### src/design/spectrum_profile_table_defines.svh
// assertion macros for the spectrum profile table
`ifndef SPECTRUM_PROFILE_TABLE_DEFINES_SVH
`define SPECTRUM_PROFILE_TABLE_DEFINES_SVH

`ifndef SYNTHESIS
// property must hold at every clock edge outside reset
`define SPT_ASSERT(lbl, clk, rstn, prop) \
    lbl: assert property (@(posedge clk) disable iff (!rstn) prop) \
        else $error("spt: assertion failed");
// condition must never be seen outside reset
`define SPT_ASSERT_NEVER(lbl, clk, rstn, expr) \
    lbl: assert property (@(posedge clk) disable iff (!rstn) !(expr)) \
        else $error("spt: forbidden condition seen");
`else
`define SPT_ASSERT(lbl, clk, rstn, prop)
`define SPT_ASSERT_NEVER(lbl, clk, rstn, expr)
`endif

`endif

### src/design/spt_pkg.sv
// types, codes and defaults shared by the spectrum profile table
`default_nettype none
package spt_pkg;

    localparam int SLOTS_DEFAULT = 8;
    localparam int BANDS_DEFAULT = 32;

    typedef enum logic [2:0] {
        CMD_PUBLISH = 3'd0,
        CMD_REMOVE  = 3'd1,
        CMD_READ    = 3'd2,
        CMD_COLLIDE = 3'd3,
        CMD_CLEAR   = 3'd4
    } spt_cmd_e;

    typedef enum logic [2:0] {
        ST_OK        = 3'd0,
        ST_NOT_FOUND = 3'd1,
        ST_FULL      = 3'd2,
        ST_ZERO_KEY  = 3'd3,
        ST_SUMMARY   = 3'd4
    } spt_status_e;

    typedef enum logic [1:0] {
        KIND_SINGLE = 2'd0,
        KIND_READ   = 2'd1,
        KIND_HIT    = 2'd2,
        KIND_SUM    = 2'd3
    } spt_kind_e;

    typedef struct packed {
        logic [2:0]         command;
        logic [63:0]        key_id;
        logic [63:0]        peer_id;
        logic [4:0]         band_number;
        logic signed [15:0] band_value;
        logic [31:0]        profile_sequence;
        logic               final_band;
        logic signed [15:0] threshold_level;
    } spt_item_t;

    typedef struct packed {
        logic [2:0]         status;
        logic [4:0]         band_out;
        logic signed [15:0] level_out;
        logic [31:0]        sequence_out;
        logic [5:0]         collision_count;
        logic               last_result;
    } spt_result_t;

    // controller to datapath
    typedef struct packed {
        logic        accept;
        logic        srch_start;
        logic        srch_step;
        logic        stg_clear;
        logic        cp_rd;
        logic        cp_wr;
        logic        commit;
        logic        remove;
        logic        clear_all;
        logic        rd_a;
        logic        rd_b0;
        logic        rd_bn;
        logic        load_b0;
        logic        load_next;
        logic        eval;
        logic        shift;
        logic        band_clr;
        logic        band_inc;
        logic        push;
        spt_kind_e   kind;
        spt_status_e st;
    } spt_ctl_t;

    // datapath to controller
    typedef struct packed {
        logic [2:0] cmd;
        logic       key_zero;
        logic       final_band;
        logic       srch_done;
        logic       found_a;
        logic       found_b;
        logic       free_found;
        logic       band_last;
        logic       col_hit;
        logic       out_free;
    } spt_sts_t;

endpackage
`default_nettype wire

### src/design/spt_ctrl.sv
// command sequencer for the spectrum profile table
`default_nettype none
module spt_ctrl (
    input  wire logic              clk,
    input  wire logic              rst_n,
    input  wire logic              item_valid,
    output logic                   item_ready,
    input  wire spt_pkg::spt_sts_t sts,
    output spt_pkg::spt_ctl_t      ctl
);
    import spt_pkg::*;

    typedef enum logic [15:0] {
        S_IDLE     = 16'h0001,
        S_DISPATCH = 16'h0002,
        S_SRCH     = 16'h0004,
        S_CP_RD    = 16'h0008,
        S_CP_WR    = 16'h0010,
        S_EMIT     = 16'h0020,
        S_R_IS     = 16'h0040,
        S_R_EM     = 16'h0080,
        S_C_RB0    = 16'h0100,
        S_C_LB0    = 16'h0200,
        S_C_RN     = 16'h0400,
        S_C_RA     = 16'h0800,
        S_C_EV     = 16'h1000,
        S_C_HIT    = 16'h2000,
        S_C_ADV    = 16'h4000,
        S_C_SUM    = 16'h8000
    } state_t;

    state_t      state_reg, state_next;
    spt_status_e st_reg, st_next;

    always_ff @(posedge clk or negedge rst_n)
    begin
        if (!rst_n)
        begin
            state_reg <= S_IDLE;
            st_reg    <= ST_OK;
        end
        else
        begin
            state_reg <= state_next;
            st_reg    <= st_next;
        end
    end

    always_comb
    begin
        ctl        = '0;
        ctl.kind   = KIND_SINGLE;
        ctl.st     = st_reg;
        state_next = state_reg;
        st_next    = st_reg;
        item_ready = 1'b0;
        case (state_reg)
            S_IDLE:
            begin
                item_ready = 1'b1;
                if (item_valid)
                begin
                    ctl.accept = 1'b1;
                    state_next = S_DISPATCH;
                end
            end
            S_DISPATCH:
            begin
                case (sts.cmd)
                    CMD_PUBLISH:
                    begin
                        if (!sts.final_band)
                            state_next = S_IDLE;
                        else if (sts.key_zero)
                        begin
                            ctl.stg_clear = 1'b1;
                            st_next       = ST_ZERO_KEY;
                            state_next    = S_EMIT;
                        end
                        else
                        begin
                            ctl.srch_start = 1'b1;
                            state_next     = S_SRCH;
                        end
                    end
                    CMD_REMOVE, CMD_READ, CMD_COLLIDE:
                    begin
                        ctl.srch_start = 1'b1;
                        state_next     = S_SRCH;
                    end
                    CMD_CLEAR:
                    begin
                        ctl.clear_all = 1'b1;
                        st_next       = ST_OK;
                        state_next    = S_EMIT;
                    end
                    default:
                        state_next = S_IDLE;
                endcase
            end
            S_SRCH:
            begin
                if (!sts.srch_done)
                    ctl.srch_step = 1'b1;
                else
                begin
                    case (sts.cmd)
                        CMD_PUBLISH:
                        begin
                            if (!sts.found_a && !sts.free_found)
                            begin
                                ctl.stg_clear = 1'b1;
                                st_next       = ST_FULL;
                                state_next    = S_EMIT;
                            end
                            else
                            begin
                                ctl.band_clr = 1'b1;
                                state_next   = S_CP_RD;
                            end
                        end
                        CMD_REMOVE:
                        begin
                            ctl.remove = sts.found_a;
                            st_next    = sts.found_a ? ST_OK : ST_NOT_FOUND;
                            state_next = S_EMIT;
                        end
                        CMD_READ:
                        begin
                            if (sts.found_a)
                            begin
                                ctl.band_clr = 1'b1;
                                state_next   = S_R_IS;
                            end
                            else
                            begin
                                st_next    = ST_NOT_FOUND;
                                state_next = S_EMIT;
                            end
                        end
                        CMD_COLLIDE:
                        begin
                            if (sts.found_a && sts.found_b)
                            begin
                                ctl.band_clr = 1'b1;
                                state_next   = S_C_RB0;
                            end
                            else
                            begin
                                st_next    = ST_NOT_FOUND;
                                state_next = S_EMIT;
                            end
                        end
                        default:
                            state_next = S_IDLE;
                    endcase
                end
            end
            S_CP_RD:
            begin
                ctl.cp_rd  = 1'b1;
                state_next = S_CP_WR;
            end
            S_CP_WR:
            begin
                ctl.cp_wr = 1'b1;
                if (sts.band_last)
                begin
                    ctl.commit    = 1'b1;
                    ctl.stg_clear = 1'b1;
                    st_next       = ST_OK;
                    state_next    = S_EMIT;
                end
                else
                begin
                    ctl.band_inc = 1'b1;
                    state_next   = S_CP_RD;
                end
            end
            S_EMIT:
            begin
                if (sts.out_free)
                begin
                    ctl.push   = 1'b1;
                    ctl.kind   = KIND_SINGLE;
                    state_next = S_IDLE;
                end
            end
            S_R_IS:
            begin
                ctl.rd_a   = 1'b1;
                state_next = S_R_EM;
            end
            S_R_EM:
            begin
                if (sts.out_free)
                begin
                    ctl.push = 1'b1;
                    ctl.kind = KIND_READ;
                    if (sts.band_last)
                        state_next = S_IDLE;
                    else
                    begin
                        ctl.band_inc = 1'b1;
                        state_next   = S_R_IS;
                    end
                end
            end
            S_C_RB0:
            begin
                ctl.rd_b0  = 1'b1;
                state_next = S_C_LB0;
            end
            S_C_LB0:
            begin
                ctl.load_b0 = 1'b1;
                state_next  = S_C_RN;
            end
            S_C_RN:
            begin
                ctl.rd_bn  = !sts.band_last;
                state_next = S_C_RA;
            end
            S_C_RA:
            begin
                ctl.load_next = 1'b1;
                ctl.rd_a      = 1'b1;
                state_next    = S_C_EV;
            end
            S_C_EV:
            begin
                ctl.eval   = 1'b1;
                state_next = sts.col_hit ? S_C_HIT : S_C_ADV;
            end
            S_C_HIT:
            begin
                if (sts.out_free)
                begin
                    ctl.push   = 1'b1;
                    ctl.kind   = KIND_HIT;
                    state_next = S_C_ADV;
                end
            end
            S_C_ADV:
            begin
                ctl.shift = 1'b1;
                if (sts.band_last)
                    state_next = S_C_SUM;
                else
                begin
                    ctl.band_inc = 1'b1;
                    state_next   = S_C_RN;
                end
            end
            S_C_SUM:
            begin
                if (sts.out_free)
                begin
                    ctl.push   = 1'b1;
                    ctl.kind   = KIND_SUM;
                    state_next = S_IDLE;
                end
            end
            default:
                state_next = S_IDLE;
        endcase
    end

endmodule
`default_nettype wire

### config.mk
export PLATFORM = sky130hd
export DESIGN_NAME = spt_ctrl
export DESIGN_NICKNAME = d
export VERILOG_FILES = /design/src/design/spectrum_profile_table_defines.svh /design/src/design/spt_pkg.sv /design/src/design/spt_ctrl.sv
export SDC_FILE = /design/constraint.sdc
export NUM_CORES = 1
export LEC_CHECK = 0
export ABC_AREA = 1
export BUFFER_PORTS_ARGS = -buffer_cell sky130_fd_sc_hd__buf_2
export CORE_MARGIN = 3
export CORE_UTILIZATION = 48
export DETAILED_ROUTE_END_ITERATION = 7
export HOLD_SLACK_MARGIN = 0.03
export PLACE_DENSITY = 0.83
export SLEW_MARGIN = 30
export SYNTH_ARGS = -nofsm -noshare
export SYNTH_HDL_FRONTEND = slang
export SYNTH_SLANG_ARGS = --single-unit
### constraint.sdc
create_clock -name clk -period 1.76 [get_ports clk]
set_clock_uncertainty 0.15 [all_clocks]
set_input_delay 0.352 -clock clk [delete_from_list [all_inputs] [get_ports clk]]
set_output_delay 0.352 -clock clk [all_outputs]
set_load 0.01 [all_outputs]
# ---- Word-level counts from Yosys, hierarchy flattened
# Cells that the tools add are included.
dict set report classes {
  eq_ne 33
  reduce_logical 13
  n_mux 72
}
# op count
set ops {}
lappend ops {{16-bit case mux with 15 select lines} 1}
lappend ops {{16-bit two-way mux} 6}
lappend ops {{16-bit case mux with 4 select lines} 1}
lappend ops {{1-bit two-way mux} 35}
lappend ops {{3-bit two-way mux} 10}
lappend ops {{6-bit two-way mux} 4}
lappend ops {{3-bit case mux with 4 select lines} 2}
lappend ops {{6-bit case mux with 3 select lines} 1}
lappend ops {{16-bit by 1-bit == test with 1-bit output (second input constant)} 1}
lappend ops {{16-bit by 10-bit == test with 1-bit output (second input constant)} 1}
lappend ops {{16-bit by 11-bit == test with 1-bit output (second input constant)} 1}
lappend ops {{16-bit by 12-bit == test with 1-bit output (second input constant)} 1}
lappend ops {{16-bit by 13-bit == test with 1-bit output (second input constant)} 1}
lappend ops {{16-bit by 14-bit == test with 1-bit output (second input constant)} 1}
lappend ops {{16-bit by 15-bit == test with 1-bit output (second input constant)} 1}
lappend ops {{16-bit == test (second input constant)} 1}
lappend ops {{16-bit by 2-bit == test with 1-bit output (second input constant)} 1}
lappend ops {{16-bit by 3-bit == test with 1-bit output (second input constant)} 1}
lappend ops {{16-bit by 4-bit == test with 1-bit output (second input constant)} 1}
lappend ops {{16-bit by 5-bit == test with 1-bit output (second input constant)} 1}
lappend ops {{16-bit by 6-bit == test with 1-bit output (second input constant)} 1}
lappend ops {{16-bit by 7-bit == test with 1-bit output (second input constant)} 1}
lappend ops {{16-bit by 8-bit == test with 1-bit output (second input constant)} 1}
lappend ops {{16-bit by 9-bit == test with 1-bit output (second input constant)} 1}
lappend ops {{other kinds (25)} 42}
dict set report word_totals {
  in_bits 15
  register_bits 19
  wordCells 120
  output_inout_bits 25
}

# ---- Logic depth before layout (Yosys ltp)
# Gate-level depths: netlist (run 1).
dict set report depth {
  ltp_word 6
  mapped_depth 11
  mapped_depth_nobuf 11
}

# ---- Least setup slack after synthesis (run 1)
# OpenSTA, ideal clock, no wires.
dict set report synth_timing {
  path_kind {reg-to-output}
  start {reg state_reg[4]}
  end {out ctl[5] (netlist name)}
  required_time_ps 1258
  path_stages_with_launch 7
  n_path_buf 0
  arrival_ps 1412
  path_slack_ps -154
  path_cell_list {dfrtp_1 nor2_1 nand2_2 nor2_4 nand2_1 o21ai_1 or2_2}
}
# element line_no
set synth_rtl {}
lappend synth_rtl {{start, declared} spt_ctrl.sv:32} ;# state_t state_reg, state_next;
lappend synth_rtl {{start signal, assigned} spt_ctrl.sv:44} ;# state_reg <= state_next;
lappend synth_rtl {{end, declared} spt_ctrl.sv:9} ;# output spt_pkg::spt_ctl_t ctl

==> flow_summary_export.csv, run 1 <==
group,metric,value,unit
cells_and_area,layout_commonest_cell,"buf_4",
setup_path,startpoint_type,"register",
power_and_ir_drop,p_leak,0.00154,uW
clocking,cts_tree,"yes",
route,post-route-drc-count,0,
logic_synthesis,synth_seq_cells,18,
timing,rsz0062_at_grt,"true",
setup_path,cp_max_fo,7,
min_path,min_to,"state_reg[7]",
route,wl,6720,um
global_route,grt_max_degree,19,
outcome,violations,"setup timing",
power_and_ir_drop,powerDensity,851,nW/um^2
clocking,cts.path.max_buffers,2,
cells_and_area,syn_to_final_growth,70.0,%
cells_and_area,nNetsFinal,375,
logic_synthesis,synth_area_per_cell,6.11,sq um
logic_synthesis,synth_compound_area_frac,0.0914,
logic_synthesis,synthAdderAreaFrac,0,
setup_path,reg2reg_slack,-0.25,ns
logic_synthesis,syn-num-nets,266,
route,drtIter0Drc,221,
timing,setup_slack,-0.641,ns
floorplan,die_h,62.5,um
global_route,grt_pass1_wl,8710,um
setup_path,reg2reg_to,"st_reg[0]",
route,vias,2267,
route,routedWlPerCell,16.8,um
timing,layout_min_cycle_time,2.40,ns
global_route,track_usage,0.278,
setup_path,crit_type,"reg2out",
route,antenna_left,0,
logic_synthesis,syn_inst,251,
cells_and_area,num_antenna_cells,0,
global_route,grt_pass1_vias,2028,
timing,finalCritPeriodShare,1.36,
place,gp_congestion,0.912,
logic_synthesis,yosysWarnings,0,
min_path,min_from,"sts[0]",
min_path,hold_path_depth,2,
place,io_buffers,38,
logic_synthesis,synth_top_family_by_area,"simple AND/OR/NAND/NOR gates",
setup_path,crit_start,"state_reg[13]",
timing,setup_violations,33,
timing,hold_viol,0,
timing,clock.fmax,0.416,GHz
place,dp_hpwl,3800,um
global_route,antenna_found_initial,0,
clocking,clk_latency,0.32,ns
setup_path,worstPathArrival,1.90,ns
clocking,cts_root_buf,"clkbuf_4",
place,pre_cts_slack,-0.197,ns
floorplan,rows,19,
clocking,cts_made_buffers,3,
cells_and_area,fill_cells,147,
setup_path,regToRegStartpoint,"state_reg[13]",
timing,drv_slew,0,
setup_path,required,1.26,ns
logic_synthesis,synth_xor_area_frac,0,
route,drtPass1Iterations,6,
route,vias_per_cell,5.65,
clocking,htreeDepth,1,
flow_run,drv_cap,0,
outcome,status,"complete, but fails checks",
logic_synthesis,ys_seq_area_frac,0.295,
min_path,hold_class,"in2reg",
floorplan,die_area,3910,sq um
setup_path,cp-end-kind,"output pin",
setup_path,r2r_cells,12,
cells_and_area,layout_common_cells,"56 x buf_4, 44 x nand2_1, 41 x nor2_1, 30 x inv_1, 30 x buf_2",
logic_synthesis,ys_types,29,
floorplan,die_x,62.5,um
power_and_ir_drop,irDropWorstVdd,0.981,mV
logic_synthesis,synth.area.mux_share,0,
floorplan,coreArea,2900,sq um
logic_synthesis,synthSimpleGateAreaFrac,0.496,
clocking,cts.sinks,18,
cells_and_area,largest_reg_flops,16,
power_and_ir_drop,power.total,2220,uW
logic_synthesis,syn_area,1530,sq um
global_route,gr-total-overflow,0,
floorplan,start_util,0.528,
clocking,clk_pin_slew,0.12,ns
cells_and_area,drive_gt1_frac,0.504,
floorplan,pin_count,40,
-- synth_stat cells --
library cell   n  area share
a21oi_1        6       0.020
buf_4          1      0.0049
buf_8          1      0.0098
clkinv_2       1      0.0033
conb_1         1      0.0024
dfrtp_1       17        0.28
dfstp_2        1       0.017
inv_1         38       0.093
inv_2          2      0.0049
nand2_1       56        0.14
nand2_2        7       0.029
nand2_4        2       0.015
nand3_1       21       0.069
nand3_2        1      0.0065
nand3b_1       1      0.0049
nand4_1        4       0.016
nand4_2        1      0.0082
nor2_1        57        0.14
nor2_2         8       0.033
nor2_4         2       0.015
nor2_8         1       0.013
nor3_1         2      0.0065
o21ai_0       11       0.036
o21ai_1        4       0.013
o221ai_1       1      0.0057
o22ai_1        1      0.0041
o31ai_1        1      0.0049
o31ai_2        1      0.0082
or2_2          1      0.0041
-- metrics by stage --
stage                      util  instance area, sq um  hold WS [ns]  setup TNS (ns)  std cells
after CTS                 0.856                  2480         0.156           -8.86        394
after global placement    0.745                  2160         0.149           -1.52        377
final                     0.899                  2610         0.159          -12.79        401
after detailed placement  0.745                  2160         0.159           -2.71        377
after global routing      0.899                  2610         0.175          -15.29        401
after floorplan               -                  1580       -0.0936          -0.175        251
-- where the power goes --
part	internal [uW]	switching, uW
logic	618	779
registers	485	49.2
clock network	127	161
-- kinds of logic after synthesis --
group           count (synthesis)
compound gates                 25
other cells                     1
simple gates                  164
buf+inv                        43
flops                          18
-- layer usage --
layer  vias up  wire length (um)  GRT usage
met3        71               527     0.0306
met5         -                 0          0
met2       170              3310      0.546
met4         0               531      0.138
li1        995                 -          -
met1      1031              2350      0.285
-- area by class of cell --
type / instances / area [sq um] / area share
tap: 42 / 52.6 / 0.0202
multi-input combinational: 190 / 1120 / 0.428
sequential: 18 / 452 / 0.173
timing repair buffer: 106 / 795 / 0.305
inverter: 41 / 155 / 0.0595
clock buffer: 4 / 36.3 / 0.0139
-- how the worst max path moves through the flow --
stage,depth (start not counted),endpoint
floorplan,7,ctl[20]
global placement,8,ctl[6]
detailed placement,8,ctl[20]
CTS,8,ctl[20]
global route,9,ctl[5]
finish,8,ctl[6]
-- repair_timing --
action,CTS,global route
pin swaps,22,10
hold endpoints to repair,17,0
resized for setup,52,20
hold buffers,1,0
setup buffers,14,9
setup endpoints to repair,32,34
-- critical path, stage by stage (launching register included) --
cell and delay, ns:
dfrtp_1 0.47, nor2_4 0.18, nand2_4 0.09, nor2_8 0.20, nand2_1 0.17, nor2_2 0.19
o31ai_4 0.07, inv_1 0.07, buf_2 0.12
Power figures use the tool's default switching activity.
==> run 2: changes to the inputs <==
Settings changed: ABC_AREA 1 to not set, GPL_TIMING_DRIVEN set to 0, PLACE_DENSITY 0.83 to 0.84.
==> run 2 against run 1 <==
The run still ends with setup timing left. Final area grew 3.2%. Hold slack lost 0.035 ns. Sequential share of layout area shrank 0.17 points. Clock power grew 3%. Largest power group unchanged.
==> flow_summary_export.csv, run 2 <==
group,metric,value,unit
cells_and_area,layout_commonest_cell,"buf_4",
outcome,status,"complete, but fails checks",
setup_path,crit_type,"reg2out",
global_route,grt_pass1_vias,1890,
logic_synthesis,syn_area,1530,sq um
setup_path,crit_start,"state_reg[11]",
route,antenna_left,0,
route,drtPass1Iterations,6,
logic_synthesis,synth_ff_type,"dfrtp_1",
cells_and_area,nNetsFinal,293,
cells_and_area,largest_reg_flops,16,
global_route,grt_max_degree,19,
timing,clock.fmax,0.358,GHz
timing,holdWs,0.124,ns
cells_and_area,fill_cells,107,
power_and_ir_drop,powerDensity,781,nW/um^2
clocking,cts.path.max_buffers,2,
floorplan,coreArea,2900,sq um
logic_synthesis,synth-async-reset-ratio,1.00,
timing,drv_slew,0,
floorplan,die_h,62.4,um
setup_path,crit_end,"ctl[6]",
clocking,cts_tree,"yes",
setup_path,reg2reg_slack,-0.79,ns
logic_synthesis,synth_top_cell_area_share,0.279,
floorplan,start_util,0.526,
outcome,violations,"setup timing",
logic_synthesis,yosysTopAreaCell,"dfrtp_1",
logic_synthesis,syn_inst,183,
clocking,clk_pin_slew,0.12,ns
cells_and_area,syn_to_final_growth,76.2,%
global_route,gr-total-overflow,0,
timing,setup_violations,38,
clocking,cts_made_buffers,3,
setup_path,required,1.26,ns
clocking,clk_latency,0.33,ns
logic_synthesis,syn-num-nets,198,
flow_run,drv_cap,0,
route,vias,2205,
power_and_ir_drop,irDropWorstVdd,0.752,mV
floorplan,die_x,62.4,um
setup_path,cp-end-kind,"output pin",
cells_and_area,layout_common_cells,"43 x buf_4, 28 x buf_6, 27 x buf_2, 14 x nor2_1, 12 x nand2_1",
setup_path,r2r_cells,7,
cells_and_area,drive_gt1_frac,0.588,
logic_synthesis,synth_area_per_cell,8.34,sq um
place,gp_congestion,0.915,
route,routedWlPerCell,24.5,um
logic_synthesis,synthMostInstantiatedCell,"nor2_1",
global_route,grt_pass1_wl,9560,um
route,drtIter0Drc,362,
route,post-route-drc-count,0,
clocking,cts.sinks,18,
logic_synthesis,synth_seq_cells,18,
global_route,antenna_found_initial,0,
power_and_ir_drop,p_leak,0.00121,uW
logic_synthesis,synth-edff-count,0,
cells_and_area,num_antenna_cells,0,
logic_synthesis,ys_types,49,
clocking,htreeDepth,1,
setup_path,regToRegStartpoint,"state_reg[11]",
setup_path,reg2reg_to,"st_reg[0]",
floorplan,rows,19,
route,vias_per_cell,6.91,
timing,rsz0062_at_grt,"true",
timing,layout_min_cycle_time,2.79,ns
logic_synthesis,yosysWarnings,0,
timing,worst_slew_pin_slew,0.528,ns
logic_synthesis,ys_seq_area_frac,0.296,
setup_path,worstPathArrival,2.29,ns
route,wl,7800,um
logic_synthesis,synth.area.top_cells,"dfrtp_1 28%, nor2_1 5.2%, nor4_4 4.2%",
floorplan,die_area,3890,sq um
timing,finalCritPeriodShare,1.59,
setup_path,crit_path_cell_trace,"nor4_4 -> buf_6 -> buf_4 -> nand4_1 -> inv_2 -> o31a_1 -> buf_2",
clocking,cts_root_buf,"clkbuf_4",
floorplan,pin_count,40,
timing,tns,-24.46,ns
min_path,hold_class,"in2reg",
global_route,track_usage,0.304,
timing,maxSlewHeadroom,0.647,
setup_path,cp_max_fo,6,
place,dp_hpwl,3030,um
timing,hold_viol,0,
place,io_buffers,36,
setup_path,worst_path_max_delay_cell,"dfrtp_1",
setup_path,max_stage_delay,0.47,ns
timing,setup_slack,-1.03,ns
logic_synthesis,ys_top_cells_by_count,"21 x nor2_1, 17 x dfrtp_1, 12 x nand2_1, 9 x nor3_1",
setup_path,startpoint_type,"register",
-- run 2: final cells by class --
cell class / count / area (sq um) / area share
Sequential cell: 18 / 462 / 0.172
Buffer: 11 / 93.8 / 0.0349
Inverter: 8 / 30.0 / 0.0112
Multi-Input combinational cell: 144 / 1300 / 0.485
Tap cell: 42 / 52.6 / 0.0195
Clock buffer: 4 / 36.3 / 0.0135
Timing Repair Buffer: 92 / 712 / 0.265
-- run 2: logic make-up (layout without fill, tap and decap cells) --
kind of cell	count (synthesis)	after routing	synth area share
AOI/OAI and AO/OA	38	38	0.178
other	1	1	0.00246
DFF	18	18	0.296
muxes	3	3	0.0213
xor gates and xnor gates	5	5	0.0287
and+or+nand+nor	97	97	0.410
buffers and inverters	21	115	0.0639
-- run 2: worst max-delay path, delay by kind of cell, from the launching register on --
family | cells | cell delay [ns]
AO/OA/AOI/OAI | 1 | 0.16
buffers and inverters | 4 | 0.65
flip-flops | 1 | 0.47
AND/OR/NAND/NOR | 2 | 0.70
-- run 2: what timing repair did --
| action | in CTS | in global routing |
|---|---|---|
| pin swaps | 21 | 26 |
| setup buffers | 38 | 24 |
| hold buffers | 1 | 0 |
| endpoints found under the hold margin | 17 | 0 |
| endpoints found under the setup margin | 37 | 38 |
| resized for setup | 45 | 33 |
-- run 2: where the power goes --
group | total, uW | switching (uW) | internal (uW)
sequential | 542 | 67.0 | 475
clock | 298 | 172 | 127
combinational | 1260 | 695 | 565
total | 2100 | 934 | 1170
-- run 2: per-layer routing --
layer	track usage	part of all wire
met3	0.0414	0.10
met4	0.165	0.089
met2	0.503	0.46
met5	0	0
met1	0.385	0.34
-- run 2: worst min-delay path by stage --
stage / from / end / slack, ns / cells after the start
floorplan: rst_n / st_reg[0] / -0.09 / 0
global placement: rst_n / state_reg[14] / 0.16 / 1
detailed placement: rst_n / state_reg[14] / 0.16 / 1
CTS: item_valid / state_reg[1] / 0.12 / 2
global route: sts[4] / state_reg[8] / 0.1 / 3
finish: sts[4] / state_reg[8] / 0.12 / 3
-- run 2: per-stage QoR --
| stage | worst slack, ns | instance area, sq um | std cells | total power (uW) | utilization |
|---|---|---|---|---|---|
| 2_1_floorplan | -0.442 | 1640 | 183 | 1060 | - |
| 3_3_place_gp | -0.781 | 1870 | 261 | 1230 | 0.645 |
| 3_5_place_dp | -0.821 | 1870 | 261 | 1250 | 0.645 |
| 4_1_cts | -0.716 | 2390 | 301 | 1750 | 0.823 |
| 5_1_grt | -1.12 | 2690 | 319 | 2190 | 0.928 |
| 6_report | -1.03 | 2690 | 319 | 2100 | 0.928 |
==> run 3: changes to the inputs <==
Settings changed: RECOVER_POWER set to 50.
==> run 3 against run 2 <==
The flow still finishes with violations (setup timing). Count of clock-buffer cells in the layout unchanged. Core utilization is essentially flat. Fmax up 0.14%. Wire length is 0.42% higher. Clock power hardly changed. Hold slack got worse by 0.00085 ns. Critical path depth unchanged. Via count rose by 0.18%. First-iteration DRC count increased by 0.83%. Final area about the same. Die area is the same. Critical endpoint unchanged. Highest routed layer unchanged.
==> flow_summary_export.csv, run 3 (synthesized netlist as in run 2, its figures left out) <==
group,metric,value,unit
min_path,min_from,"sts[4]",
timing,maxSlewHeadroom,0.282,
cells_and_area,layout_commonest_cell,"buf_4",
timing,rsz0062_at_grt,"true",
cells_and_area,multiInputGateArea,1300,sq um
route,routed.top_layer,"met4",
global_route,grt_max_degree,19,
outcome,violations,"setup timing",
timing,holdWs,0.123,ns
global_route,antenna_found_initial,0,
setup_path,r2r_cells,7,
power_and_ir_drop,irDropWorstVdd,0.753,mV
setup_path,cp-end-kind,"output pin",
min_path,hold_class,"in2reg",
route,antenna_left,0,
clocking,cts_root_buf,"clkbuf_4",
floorplan,pin_count,40,
place,place_inst,261,
timing,setup_violations,38,
clocking,cts_tree,"yes",
setup_path,crit_type,"reg2out",
clocking,htreeDepth,1,
place,dp_hpwl,3030,um
setup_path,crit_family,"simple AND/OR/NAND/NOR gates",
floorplan,die_h,62.4,um
cells_and_area,layoutNonFillerInstCount,319,
floorplan,coreArea,2900,sq um
route,wl_met2,3510,um
setup_path,cp.depth,7,
floorplan,die_x,62.4,um
timing,hold_viol,0,
place,gp_congestion,0.915,
clocking,clk_pin_slew,0.13,ns
route,dr_wl_met3,832,um
setup_path,reg2reg_to,"st_reg[0]",
setup_path,worstPathArrival,2.28,ns
global_route,track_usage,0.304,
flow_run,drv_cap,0,
cells_and_area,largest_reg_flops,16,
clocking,cts_made_buffers,3,
cells_and_area,layout_common_cells,"43 x buf_4, 28 x buf_6, 26 x buf_2, 14 x nor2_1, 12 x nand2_1",
timing,setup_slack,-1.03,ns
timing,clock.fmax,0.359,GHz
place,pre_cts_slack,-0.821,ns
setup_path,path_buf_inv,4,
min_path,hold_path_depth,3,
global_route,grt_pass1_vias,1890,
setup_path,regToRegStartpoint,"state_reg[11]",
floorplan,rows,19,
cells_and_area,syn_to_final_growth,76.1,%
place,io_buffers,36,
place,place_area,1870,sq um
power_and_ir_drop,powerDensity,781,nW/um^2
setup_path,max_stage_delay,0.47,ns
route,post-route-drc-count,0,
setup_path,reg2reg_slack,-0.79,ns
outcome,status,"complete, but fails checks",
timing,drv_slew,0,
min_path,min_to,"state_reg[8]",
route,vias_per_cell,6.92,
setup_path,startpoint_type,"register",
route,vias,2209,
route,met1_length,2730,um
power_and_ir_drop,power.total,2100,uW
floorplan,start_util,0.526,
setup_path,crit_path_cell_trace,"nor4_4 -> buf_6 -> buf_4 -> nand4_1 -> inv_2 -> o31a_1 -> buf_2",
cells_and_area,area.sequential,462,sq um
clocking,cts.path.max_buffers,2,
route,wl,7830,um
clocking,cts.sinks,18,
cells_and_area,final_area,2690,sq um
global_route,gr-total-overflow,0,
cells_and_area,fill_cells,108,
cells_and_area,nNetsFinal,293,
floorplan,die_area,3890,sq um
power_and_ir_drop,p_leak,0.00121,uW
clocking,clk_latency,0.32,ns
global_route,grt_pass1_wl,9560,um
setup_path,worst_path_max_delay_cell,"dfrtp_1",
setup_path,cp_max_fo,6,
setup_path,required,1.26,ns
timing,finalCritPeriodShare,1.58,
timing,worst_slew_pin_slew,1.08,ns
cells_and_area,num_antenna_cells,0,
cells_and_area,drive_gt1_frac,0.585,
route,drtIter0Drc,365,
route,drtPass1Iterations,5,
timing,layout_min_cycle_time,2.79,ns
route,routedWlPerCell,24.6,um
[run 3: worst max path at each step]
stage | startpoint | endpoint | slack, ns
6_report | state_reg[11] | ctl[6] | -1.03
5_1_grt | state_reg[15] | ctl[3] | -1.12
4_1_cts | state_reg[12] | ctl[16] | -0.72
3_5_place_dp | state_reg[12] | ctl[16] | -0.82
3_3_place_gp | state_reg[12] | ctl[16] | -0.78
2_1_floorplan | state_reg[12] | ctl[16] | -0.44
[run 3: report_power, final]
part           switching, uW  internal [uW]
Sequential              67.1            475
Combinational            696            564
Clock                    171            127
[run 3: metal layers]
| layer | vias to the layer above | global-route usage |
|---|---|---|
| li1 | 874 | - |
| met1 | 1018 | 0.385 |
| met2 | 233 | 0.503 |
| met3 | 84 | 0.0414 |
| met4 | 0 | 0.165 |
| met5 | - | 0 |
[run 3: cell type report]
class | count | share of cell area
repair buffers | 92 | 0.264
plain buffers | 11 | 0.0349
multi-input cells | 144 | 0.485
well taps | 42 | 0.0195
flip-flops and latches | 18 | 0.172
inverters | 8 | 0.0112
clock buffers | 4 | 0.0135
[run 3: repair_timing]
action	4_1_cts	5_1_grt
endpoints found under the hold margin	17	0
gates resized for setup	45	33
hold buffers	1	0
setup endpoints to repair	37	38
setup buffers	38	24
pin swaps	21	26
[run 3: stage by stage]
stage	TNS (ns)	util
6_report	-24.38	0.927
5_1_grt	-27.12	0.927
4_1_cts	-17.47	0.823
3_5_place_dp	-16.45	0.645
3_3_place_gp	-15.37	0.645
2_1_floorplan	-6.76	-
[run 3: worst register-to-register path, delay by kind of cell (launching register included)]
| family | cells | cell delay, ns |
|---|---|---|
| and+or+nand+nor | 2 | 0.55 |
| DFF | 1 | 0.47 |
| muxes | 1 | 0.35 |
| AOI/OAI and AO/OA | 2 | 0.62 |
| buffers and inverters | 2 | 0.31 |
